File: src/rtl/bba_pkg.sv
// Shared types and constants for the block bitmap allocator.
// Used by the top level and its checker; no dependencies.
`timescale 1ns / 1ps

package bba_pkg;

  localparam int CFG_W      = 13;
  localparam int BLK_W      = 12;
  localparam int WORD_BITS  = 64;
  localparam int WORD_SHIFT = 6;

  typedef enum logic {
    OP_ALLOC = 1'b0,
    OP_FREE  = 1'b1
  } opcode_t;

  typedef enum logic [1:0] {
    ST_OK           = 2'd0,
    ST_NOFREE       = 2'd1,
    ST_ALREADY_FREE = 2'd2,
    ST_RANGE        = 2'd3
  } status_t;

  typedef enum logic [2:0] {
    S_CLEAR,
    S_IDLE,
    S_ASCAN,
    S_FREE,
    S_DONE
  } state_t;

  typedef struct packed {
    opcode_t          opcode;
    logic [BLK_W-1:0] block_number;
  } in_word_t;

  typedef struct packed {
    logic [BLK_W-1:0] granted_block;
    status_t          status;
  } out_word_t;

endpackage

File: src/rtl/block_bitmap_allocator_top.sv
// A free reads and updates the map word that holds its block; an allocate scans the
// 64-bit map words from word 0 for a free bit below the configured count. One word is
// in flight; the next waits until the result enters the output register (stalls delay it).
// The scan reads one map word per cycle from a single-port-read memory.
// Reset (rst_n low, synchronous): count set to 4096, then a clearing pass over all
// map words zeroes the map; no input word is accepted during it.
`timescale 1ns / 1ps

module block_bitmap_allocator_top
  import bba_pkg::*;
#(
  parameter int MAX_BLOCKS = 4096
) (
  input  logic             clk,
  input  logic             rst_n,
  input  logic             in_valid,
  output logic             in_ready,
  input  in_word_t         in_data,
  output logic             out_valid,
  input  logic             out_ready,
  output out_word_t        out_data,
  input  logic             cfg_we,
  input  logic [CFG_W-1:0] cfg_wdata
);

  localparam int MAP_WORDS = (MAX_BLOCKS + WORD_BITS - 1) / WORD_BITS;
  localparam int AW        = (MAP_WORDS > 1) ? $clog2(MAP_WORDS) : 1;
  localparam int LWW       = CFG_W - WORD_SHIFT + 1;
  localparam int CMPW      = (AW + 1 > LWW) ? AW + 1 : LWW;
  localparam int CFG_MAX   = (1 << CFG_W) - 1;
  localparam logic [CFG_W-1:0] LIMIT_CAP =
    CFG_W'((MAX_BLOCKS > CFG_MAX) ? CFG_MAX : MAX_BLOCKS);

  state_t                 state_r, state_nxt;
  logic [CFG_W-1:0]       cfg_r;
  logic [AW-1:0]          clr_r, clr_nxt;
  logic [AW:0]            word_r, word_nxt;
  logic [AW-1:0]          chk_word_r, chk_word_nxt;
  logic                   chk_vld_r, chk_vld_nxt;
  logic [BLK_W-1:0]       blk_r, blk_nxt;
  out_word_t              res_r, res_nxt;
  logic                   out_valid_r, out_valid_nxt;
  out_word_t              out_data_r, out_data_nxt;

  logic [WORD_BITS-1:0]   mem [MAP_WORDS];
  logic [WORD_BITS-1:0]   rd_data_r;
  logic                   mem_we;
  logic [AW-1:0]          mem_waddr;
  logic [AW-1:0]          mem_raddr;
  logic [WORD_BITS-1:0]   mem_wdata;

  logic [CFG_W-1:0]       limit;
  logic [CFG_W:0]         lim_sum;
  logic [LWW-1:0]         lim_words;
  logic [WORD_SHIFT-1:0]  rem;
  logic                   last_word;
  logic [WORD_BITS-1:0]   range_mask;
  logic [WORD_BITS-1:0]   avail;
  logic                   found;
  logic [WORD_SHIFT-1:0]  idx;
  logic                   in_acc;

  assign limit     = (cfg_r > LIMIT_CAP) ? LIMIT_CAP : cfg_r;
  assign lim_sum   = {1'b0, limit} + (CFG_W + 1)'(WORD_BITS - 1);
  assign lim_words = lim_sum[CFG_W:WORD_SHIFT];
  assign rem       = limit[WORD_SHIFT-1:0];
  assign last_word = (CMPW'(chk_word_r) + CMPW'(1)) == CMPW'(lim_words);
  assign range_mask = (last_word && rem != '0) ?
                      ((WORD_BITS'(1) << rem) - WORD_BITS'(1)) : '1;
  assign avail     = ~rd_data_r & range_mask;

  always_comb begin
    found = 1'b0;
    idx   = '0;
    for (int i = WORD_BITS - 1; i >= 0; i--) begin
      if (avail[i]) begin
        found = 1'b1;
        idx   = WORD_SHIFT'(i);
      end
    end
  end

  assign in_ready  = (state_r == S_IDLE);
  assign in_acc    = in_valid && in_ready;
  assign out_valid = out_valid_r;
  assign out_data  = out_data_r;

  always_comb begin
    state_nxt     = state_r;
    clr_nxt       = clr_r;
    word_nxt      = word_r;
    chk_word_nxt  = chk_word_r;
    chk_vld_nxt   = chk_vld_r;
    blk_nxt       = blk_r;
    res_nxt       = res_r;
    out_valid_nxt = out_valid_r && !out_ready;
    out_data_nxt  = out_data_r;
    mem_we        = 1'b0;
    mem_waddr     = chk_word_r;
    mem_wdata     = rd_data_r;
    mem_raddr     = word_r[AW-1:0];
    case (state_r)
      S_CLEAR: begin
        mem_we    = 1'b1;
        mem_waddr = clr_r;
        mem_wdata = '0;
        clr_nxt   = clr_r + AW'(1);
        if (clr_r == AW'(MAP_WORDS - 1)) begin
          state_nxt = S_IDLE;
        end
      end
      S_IDLE: begin
        mem_raddr = (in_data.opcode == OP_FREE) ?
                    AW'(in_data.block_number >> WORD_SHIFT) : '0;
        if (in_acc) begin
          blk_nxt      = in_data.block_number;
          word_nxt     = (AW + 1)'(1);
          chk_word_nxt = '0;
          chk_vld_nxt  = (lim_words != '0);
          state_nxt    = (in_data.opcode == OP_FREE) ? S_FREE : S_ASCAN;
        end
      end
      S_ASCAN: begin
        word_nxt     = word_r + (AW + 1)'(1);
        chk_word_nxt = word_r[AW-1:0];
        chk_vld_nxt  = CMPW'(word_r) < CMPW'(lim_words);
        if (!chk_vld_r) begin
          res_nxt.granted_block = '0;
          res_nxt.status        = ST_NOFREE;
          state_nxt             = S_DONE;
        end else if (found) begin
          mem_we                = 1'b1;
          mem_wdata             = rd_data_r | (WORD_BITS'(1) << idx);
          res_nxt.granted_block = BLK_W'({chk_word_r, idx});
          res_nxt.status        = ST_OK;
          state_nxt             = S_DONE;
        end
      end
      S_FREE: begin
        mem_waddr             = AW'(blk_r >> WORD_SHIFT);
        res_nxt.granted_block = '0;
        if ({1'b0, blk_r} >= limit) begin
          res_nxt.status = ST_RANGE;
        end else if (!rd_data_r[blk_r[WORD_SHIFT-1:0]]) begin
          res_nxt.status = ST_ALREADY_FREE;
        end else begin
          mem_we         = 1'b1;
          mem_wdata      = rd_data_r & ~(WORD_BITS'(1) << blk_r[WORD_SHIFT-1:0]);
          res_nxt.status = ST_OK;
        end
        state_nxt = S_DONE;
      end
      S_DONE: begin
        if (!out_valid_r || out_ready) begin
          out_valid_nxt = 1'b1;
          out_data_nxt  = res_r;
          state_nxt     = S_IDLE;
        end
      end
      default: begin
        state_nxt = S_IDLE;
      end
    endcase
  end

  always_ff @(posedge clk) begin
    if (!rst_n) begin
      state_r     <= S_CLEAR;
      clr_r       <= '0;
      cfg_r       <= CFG_W'(4096);
      out_valid_r <= 1'b0;
    end else begin
      state_r     <= state_nxt;
      clr_r       <= clr_nxt;
      out_valid_r <= out_valid_nxt;
      if (cfg_we) begin
        cfg_r <= cfg_wdata;
      end
    end
  end

  always_ff @(posedge clk) begin
    word_r     <= word_nxt;
    chk_word_r <= chk_word_nxt;
    chk_vld_r  <= chk_vld_nxt;
    blk_r      <= blk_nxt;
    res_r      <= res_nxt;
    out_data_r <= out_data_nxt;
  end

  always_ff @(posedge clk) begin
    if (mem_we) begin
      mem[mem_waddr] <= mem_wdata;
    end
    rd_data_r <= mem[mem_raddr];
  end

endmodule

File: config.mk
export PLATFORM = sky130hd
export DESIGN_NAME = block_bitmap_allocator_top
export DESIGN_NICKNAME = d
export VERILOG_FILES = /design/src/rtl/bba_pkg.sv /design/src/rtl/block_bitmap_allocator_top.sv
export SDC_FILE = /design/constraint.sdc
export NUM_CORES = 2
export LEC_CHECK = 0
export BUFFER_PORTS_ARGS = -buffer_cell sky130_fd_sc_hd__buf_2
export CAP_MARGIN = 0
export CORE_MARGIN = 2
export CORE_UTILIZATION = 45
export DETAILED_ROUTE_END_ITERATION = 8
export PLACE_DENSITY = 0.56
export SYNTH_ARGS = -nofsm -noshare
export SYNTH_HDL_FRONTEND = slang
export SYNTH_SLANG_ARGS = --single-unit
File: constraint.sdc
create_clock -name clk -period 12.2 [get_ports clk]
set_input_delay 2.44 -clock clk [delete_from_list [all_inputs] [get_ports clk]]
set_output_delay 2.44 -clock clk [all_outputs]
set_load 0.005 [all_outputs]
; ---- After elaboration in Yosys (flattened, before gate mapping)
; Memories as Yosys holds them, arrays and structs flattened. A register that Yosys moved wholly into a read port is not among the register bits.
; Index checks and enable logic that the tools add are counted.
; W data, S select, Z words.
[word_totals]
register_bits = 77
mem_bits_rw = 4096
input_bits = 31
out_inout_bits = 16
word_cells = 223
n_memories = 1
[classes]
addsub = 5
n_lt_le_gt_ge = 4
n_eq_ne = 10
shift = 3
mux = 167
n_bitwise = 5
n_reduce_logical = 16
[mem_list]
columns = memory, words, width, rd, rd_clocked_by_memory_dff, write_ports, line
row1 = mem, 64, 64, 1, 1, 1, block_bitmap_allocator_top.sv:45  ; logic [WORD_BITS-1:0] mem [MAP_WORDS];
[ops]
columns = cell, n
row1 = $mux W6, 67
row2 = $mux W64, 5
row3 = $pmux W64 S3, 1
row4 = $shl A1 B6 Y64 const A, 3
row5 = $and A64 B64 Y64, 2
row6 = $not A64 Y64, 2
row7 = $mux W1, 75
row8 = $or A64 B64 Y64, 1
row9 = $sub A64 B1 Y64 const B, 1
row10 = $mux W14, 2
row11 = $pmux W14 S2, 1
row12 = $pmux W6 S2, 2
row13 = $mux W3, 5
row14 = $pmux W3 S5, 1
row15 = $add A13 B6 Y14 const B, 1
row16 = $pmux W7 S2, 1
row17 = $ge A12 B13 Y1, 1
row18 = $gt A13 B13 Y1 const B, 1
row19 = $mux W13, 1
row20 = $eq A7 B8 Y1, 1
row21 = $lt A7 B8 Y1, 1
row22 = $reduce_and A2 Y1, 4
row23 = $reduce_bool A8 Y1, 1
row24 = $add A6 B1 Y7 const B, 1
row25 = other kinds (22), 29

; ---- Longest topological paths before layout
[depth]
word_depth = 76
mapped_depth = 22
depth_no_buf = 16

; ---- Worst setup path after synthesis
; Ideal clock, no wire load.
[synth_path]
path_type = register -> register
start = reg cfg_r[12]
end = mem mem[34][0] (enable)
setup_ns = 0.565
arrival_time_ns = 8.788
required_time_ns = 11.635
path_slack_ns = 2.848
stages_incl_launch_ff = 22
n_path_buf = 6
synth_period_minus_slack_ns = 9.352
path_cell_list = dfxtp_1 -> buf_2 -> buf_1 -> clkbuf_1 -> nor2_1 -> nand3_1 -> ha_1 -> clkbuf_1 -> o21ai_2 -> a211o_1 -> buf_2 -> nor4b_1 -> xor2_1 -> a31oi_1 -> nor4_1 -> nor4b_2 -> and3_1 -> and4_1 -> o21ai_1 -> a22oi_4 -> buf_4 -> nor3_1
[synth_via]
elab_chain_len = 76
word_cells_on_any_way = 81
classes_between = add/sub: 2 / order compare: 2 / eq/ne: 1 / shift: 1 / mux: 72 / bitwise: 1 / reduce/logical: 2
[synth_rtl]
columns = element, line
row1 = start: declaration, block_bitmap_allocator_top.sv:35  ; logic [CFG_W-1:0] cfg_r;
row2 = start signal: assignment, block_bitmap_allocator_top.sv:177  ; cfg_r <= cfg_wdata;
row3 = $gt A13 B13 Y1, block_bitmap_allocator_top.sv:63  ; assign limit = (cfg_r > LIMIT_CAP) ? LIMIT_CAP : cfg_r;
row4 = $mux W13 *, block_bitmap_allocator_top.sv:63
row5 = branches (longest 71 deep; another with $sub A64 B1 Y64), -
row6 = $pmux W1 S3 *, block_bitmap_allocator_top.sv:102  ; case (state_r)
row7 = $mux W1 *, block_bitmap_allocator_top.sv:192  ; if (mem_we) begin
row8 = $mux W1 (not written as such) *, block_bitmap_allocator_top.sv:193  ; mem[mem_waddr] <= mem_wdata;
row9 = end: declaration, block_bitmap_allocator_top.sv:45
; Mark *: on every way between the ends.

; ---- Worst setup path in the final report
[layout_path]
start = reg cfg_r[0]
end = mem mem[7][54] (enable)
; Same word-level chain as after synthesis.

==> results.md <==
* Root Driver: clkbuf_16
* Outcome: finished, final reports clean
* Clock-pin slew on the worst setup and hold paths at roughly 0.060 ns
* Clock Path Buffers at 4
* Most frequent cells after synthesis: 4217 x nand2_1, 4150 x edfxtp_1, 1062 x nand3_1, 899 x clkbuf_1, 768 x a311oi_1
* Area leader, netlist: edfxtp_1
* Die area at 0.387 sq mm
* Crit end category: register
* Fillers at 32200
* Layout cell share with drive strength beyond 1 at 8.98%
* Fmax at 123 MHz
* WL/cell at 29.0 um
* Syn avg cell area at 12.8 sq um
* Postcts setup bufs at 0
* P&R area growth vs syn at 12.4%
* Largest net degree at the start of global routing at 145
* Routed WL at approximately 540 mm
* Syn. warnings at 0
* Initial antenna violation count at 13
* Ranking of synthesized cells by area: edfxtp_1 72%, nand2_1 9.2%, a311oi_1 3.9%, nand3_1 3.1%, clkbuf_1 2.0%
* Post-route insts no fill at 18700
* Seq/Total Area, Yosys at around three quarters
* Net count, final at 13300
* Worst-Margin Slew at 1.29 ns
* Post-synth top area share at 72.4%
* # resized after CTS at 0
* CTS tree: yes
* CP required at 12.77 ns
* Vias post-DR at roughly 110k
* Clk_lat worst skew at 1.00 ns
* Core area at ~0.38 sq mm
* # IOs at 47
* Dpl hpwl at ~300 mm
* Final Skew at about 0.08 ns
* DR pass1 iterations at 6
* Async set-reset flop share out of synthesis at 0%
* Endpoints failing setup at 0
* Worst setup path category: reg -> reg
* Global Route Usage Sum at approximately 27%
* Iteration-0 DRC count of the detailed router at 13000
* Post-route DRC at 0
* RSZ-0062 raised after global routing: no
* Max-Cap Viols at 0
* Die width at 622 um
* Synth Flop Type: edfxtp_1
* Post-synth net total at 13500
* DIE HEIGHT at 622 um
* Final period util at roughly two thirds
* Area occupied by multi-input gates at 0.0428 sq mm
* CP max FO at 62
* FP Rows at 227
* Post-synth EDFFs at between 4000 and 5000
* DRT antenna net count at 0
* First-pass GRT wire length at 772 mm
* Final worst path period need at 8.16 ns
* Count of distinct cell types in the synthesized netlist at 100
* Vias in the first global route at 108000
* Lkg Pwr at 64.3 nW
* Register area at 0.126 sq mm
* H-tree depth at 5
* Hold buffer count at cts at 0
* Setup Total Neg Slack at 0 ns
* Min-Delay Path Class: reg -> reg
* Synthesized flop and latch total at 4237
* Syn Inst Count at 13400
* Initial Util at 45.1%
* Clock Sink Count at approximately 4200
* Post-Place Cells at 17900
* RePlAce Congestion at 0.917
* Final max-slew violation count at 0
* Count leader, synth: nand2_1
* Pwr dens at approximately 150 mW/mm^2
* Port bufs at 46
* Worst Setup Start Kind: register
* Peak supply drop at 0.000144 V
* CP arrival at 8.73 ns
* CTS Buf Count at 438
* GRT Residual Overflow at 0
* Post-Syn Area at around 0.17 sq mm
* Via density at around 6.1
* Final Hold Fails at 0
* Max_slew headroom at 13.7%
## area by class of cell
cell class	instances	share of cell area (%)
antenna	5	0.00647
tap	5038	3.26
timing repair buffer	400	1.80
sequential	4237	65.4
clock inverter	244	1.23
multi-input combinational	8175	22.2
clock buffer	567	6.12
inverter	26	0.0505
## through the flow
| step | area (sq um) | total power [mW] | worst slack (ns) | hold WS [ns] | util, % |
|---|---|---|---|---|---|
| after floorplan | 172000 | 16.3 | 2.85 | 0.400 | - |
| after global placement | 179000 | 16.4 | 4.11 | 0.402 | 46.9 |
| after detailed placement | 179000 | 16.4 | 4.21 | 0.405 | 46.9 |
| after CTS | 193000 | 29.5 | 4.23 | 0.422 | 50.7 |
| after global routing | 193000 | 30.1 | 3.66 | 0.424 | 50.7 |
| final | 193000 | 29.4 | 4.04 | 0.420 | 50.7 |
## cells by family (layout without fill, tap and decap cells)
kind of cell / Yosys count / after routing / synth area share (%)
flops: 4237 / 4237 / 73.5
compound gates: 1901 / 1901 / 8.06
fa+ha+maj: 22 / 22 / 0.160
buf+inv: 1015 / 1237 / 2.29
mux: 38 / 38 / 0.369
other cells: 0 / 5 / 0
simple gates: 6174 / 6174 / 15.5
xor+xnor: 40 / 40 / 0.212
## power by group
group	switching (mW)	total, mW	internal, mW
logic	0.201	0.270	0.0688
registers	0.0234	15.9	15.8
clock network	5.58	13.2	7.66
## sequential cells by signal, summed over array words and instances, names as in the netlist
register and count:
state_r 3, res_r 14, mem 4096, out_valid 1, out_data 14, rd_data_r 64
chk_vld_r 1, chk_word_r 6, word_r 7, clr_r 6, cfg_r 13, blk_r 12
## final timing paths
path,start,endpoint,slack [ns],cells past startpoint
min,res_r[11]$_SDFFCE_PP0P_,out_data[11]$_DFFE_PP_,0.42,0
max,cfg_r[0]$_SDFFE_PN0P_,mem[7][54]$_DFFE_PP_,4.04,19
max reg2reg,cfg_r[0]$_SDFFE_PN0P_,mem[7][54]$_DFFE_PP_,4.04,19
min reg2reg,res_r[11]$_SDFFCE_PP0P_,out_data[11]$_DFFE_PP_,0.42,0
## layer usage
metal,track usage [%],part of all wire (%)
met1,36.8,40
met2,44.0,47
met3,3.80,7.5
met4,12.1,4.9
met5,0,0
## placed cells by master (no fill, tap or decap), types with 23 or more instances in the layout
master,netlist,final
a21oi_1,332,329
bufinv_16,0,40
clkbuf_1,899,96
dfxtp_1,87,87
buf_12,0,47
nor2_1,96,96
nand2_1,4217,4213
clkbuf_16,0,442
o21ai_4,0,60
nor3_1,89,25
clkinv_1,2,101
clkbuf_8,0,29
o21ai_0,75,71
nor2b_1,38,38
a311oi_1,768,767
a31oi_1,323,323
nor4_1,24,24
nor3_2,4,68
o211ai_1,42,42
nand3_1,1062,1062
a211oi_1,199,197
inv_1,23,23
buf_2,19,46
clkinv_2,0,76
and3_1,531,531
buf_4,15,307
edfxtp_1,4150,4150
## critical path: stages (launching register included)
cell       delay, ns
dfxtp_1         0.82
or3_1           0.49
nor2_1          0.20
nor2_1          0.13
ha_1            0.42
o21ai_2         0.23
a211o_1         0.54
nor4_4          0.51
xnor2_1         0.18
a31oi_1         0.14
a2111oi_0       0.60
nor4b_2         0.50
nor2b_1         0.33
and4_1          0.35
o21ai_1         0.12
a22oi_4         0.31
buf_4           0.83
nor3_2          0.10
buf_4           0.33
buf_4           0.45
Power figures use the tool's default switching activity.
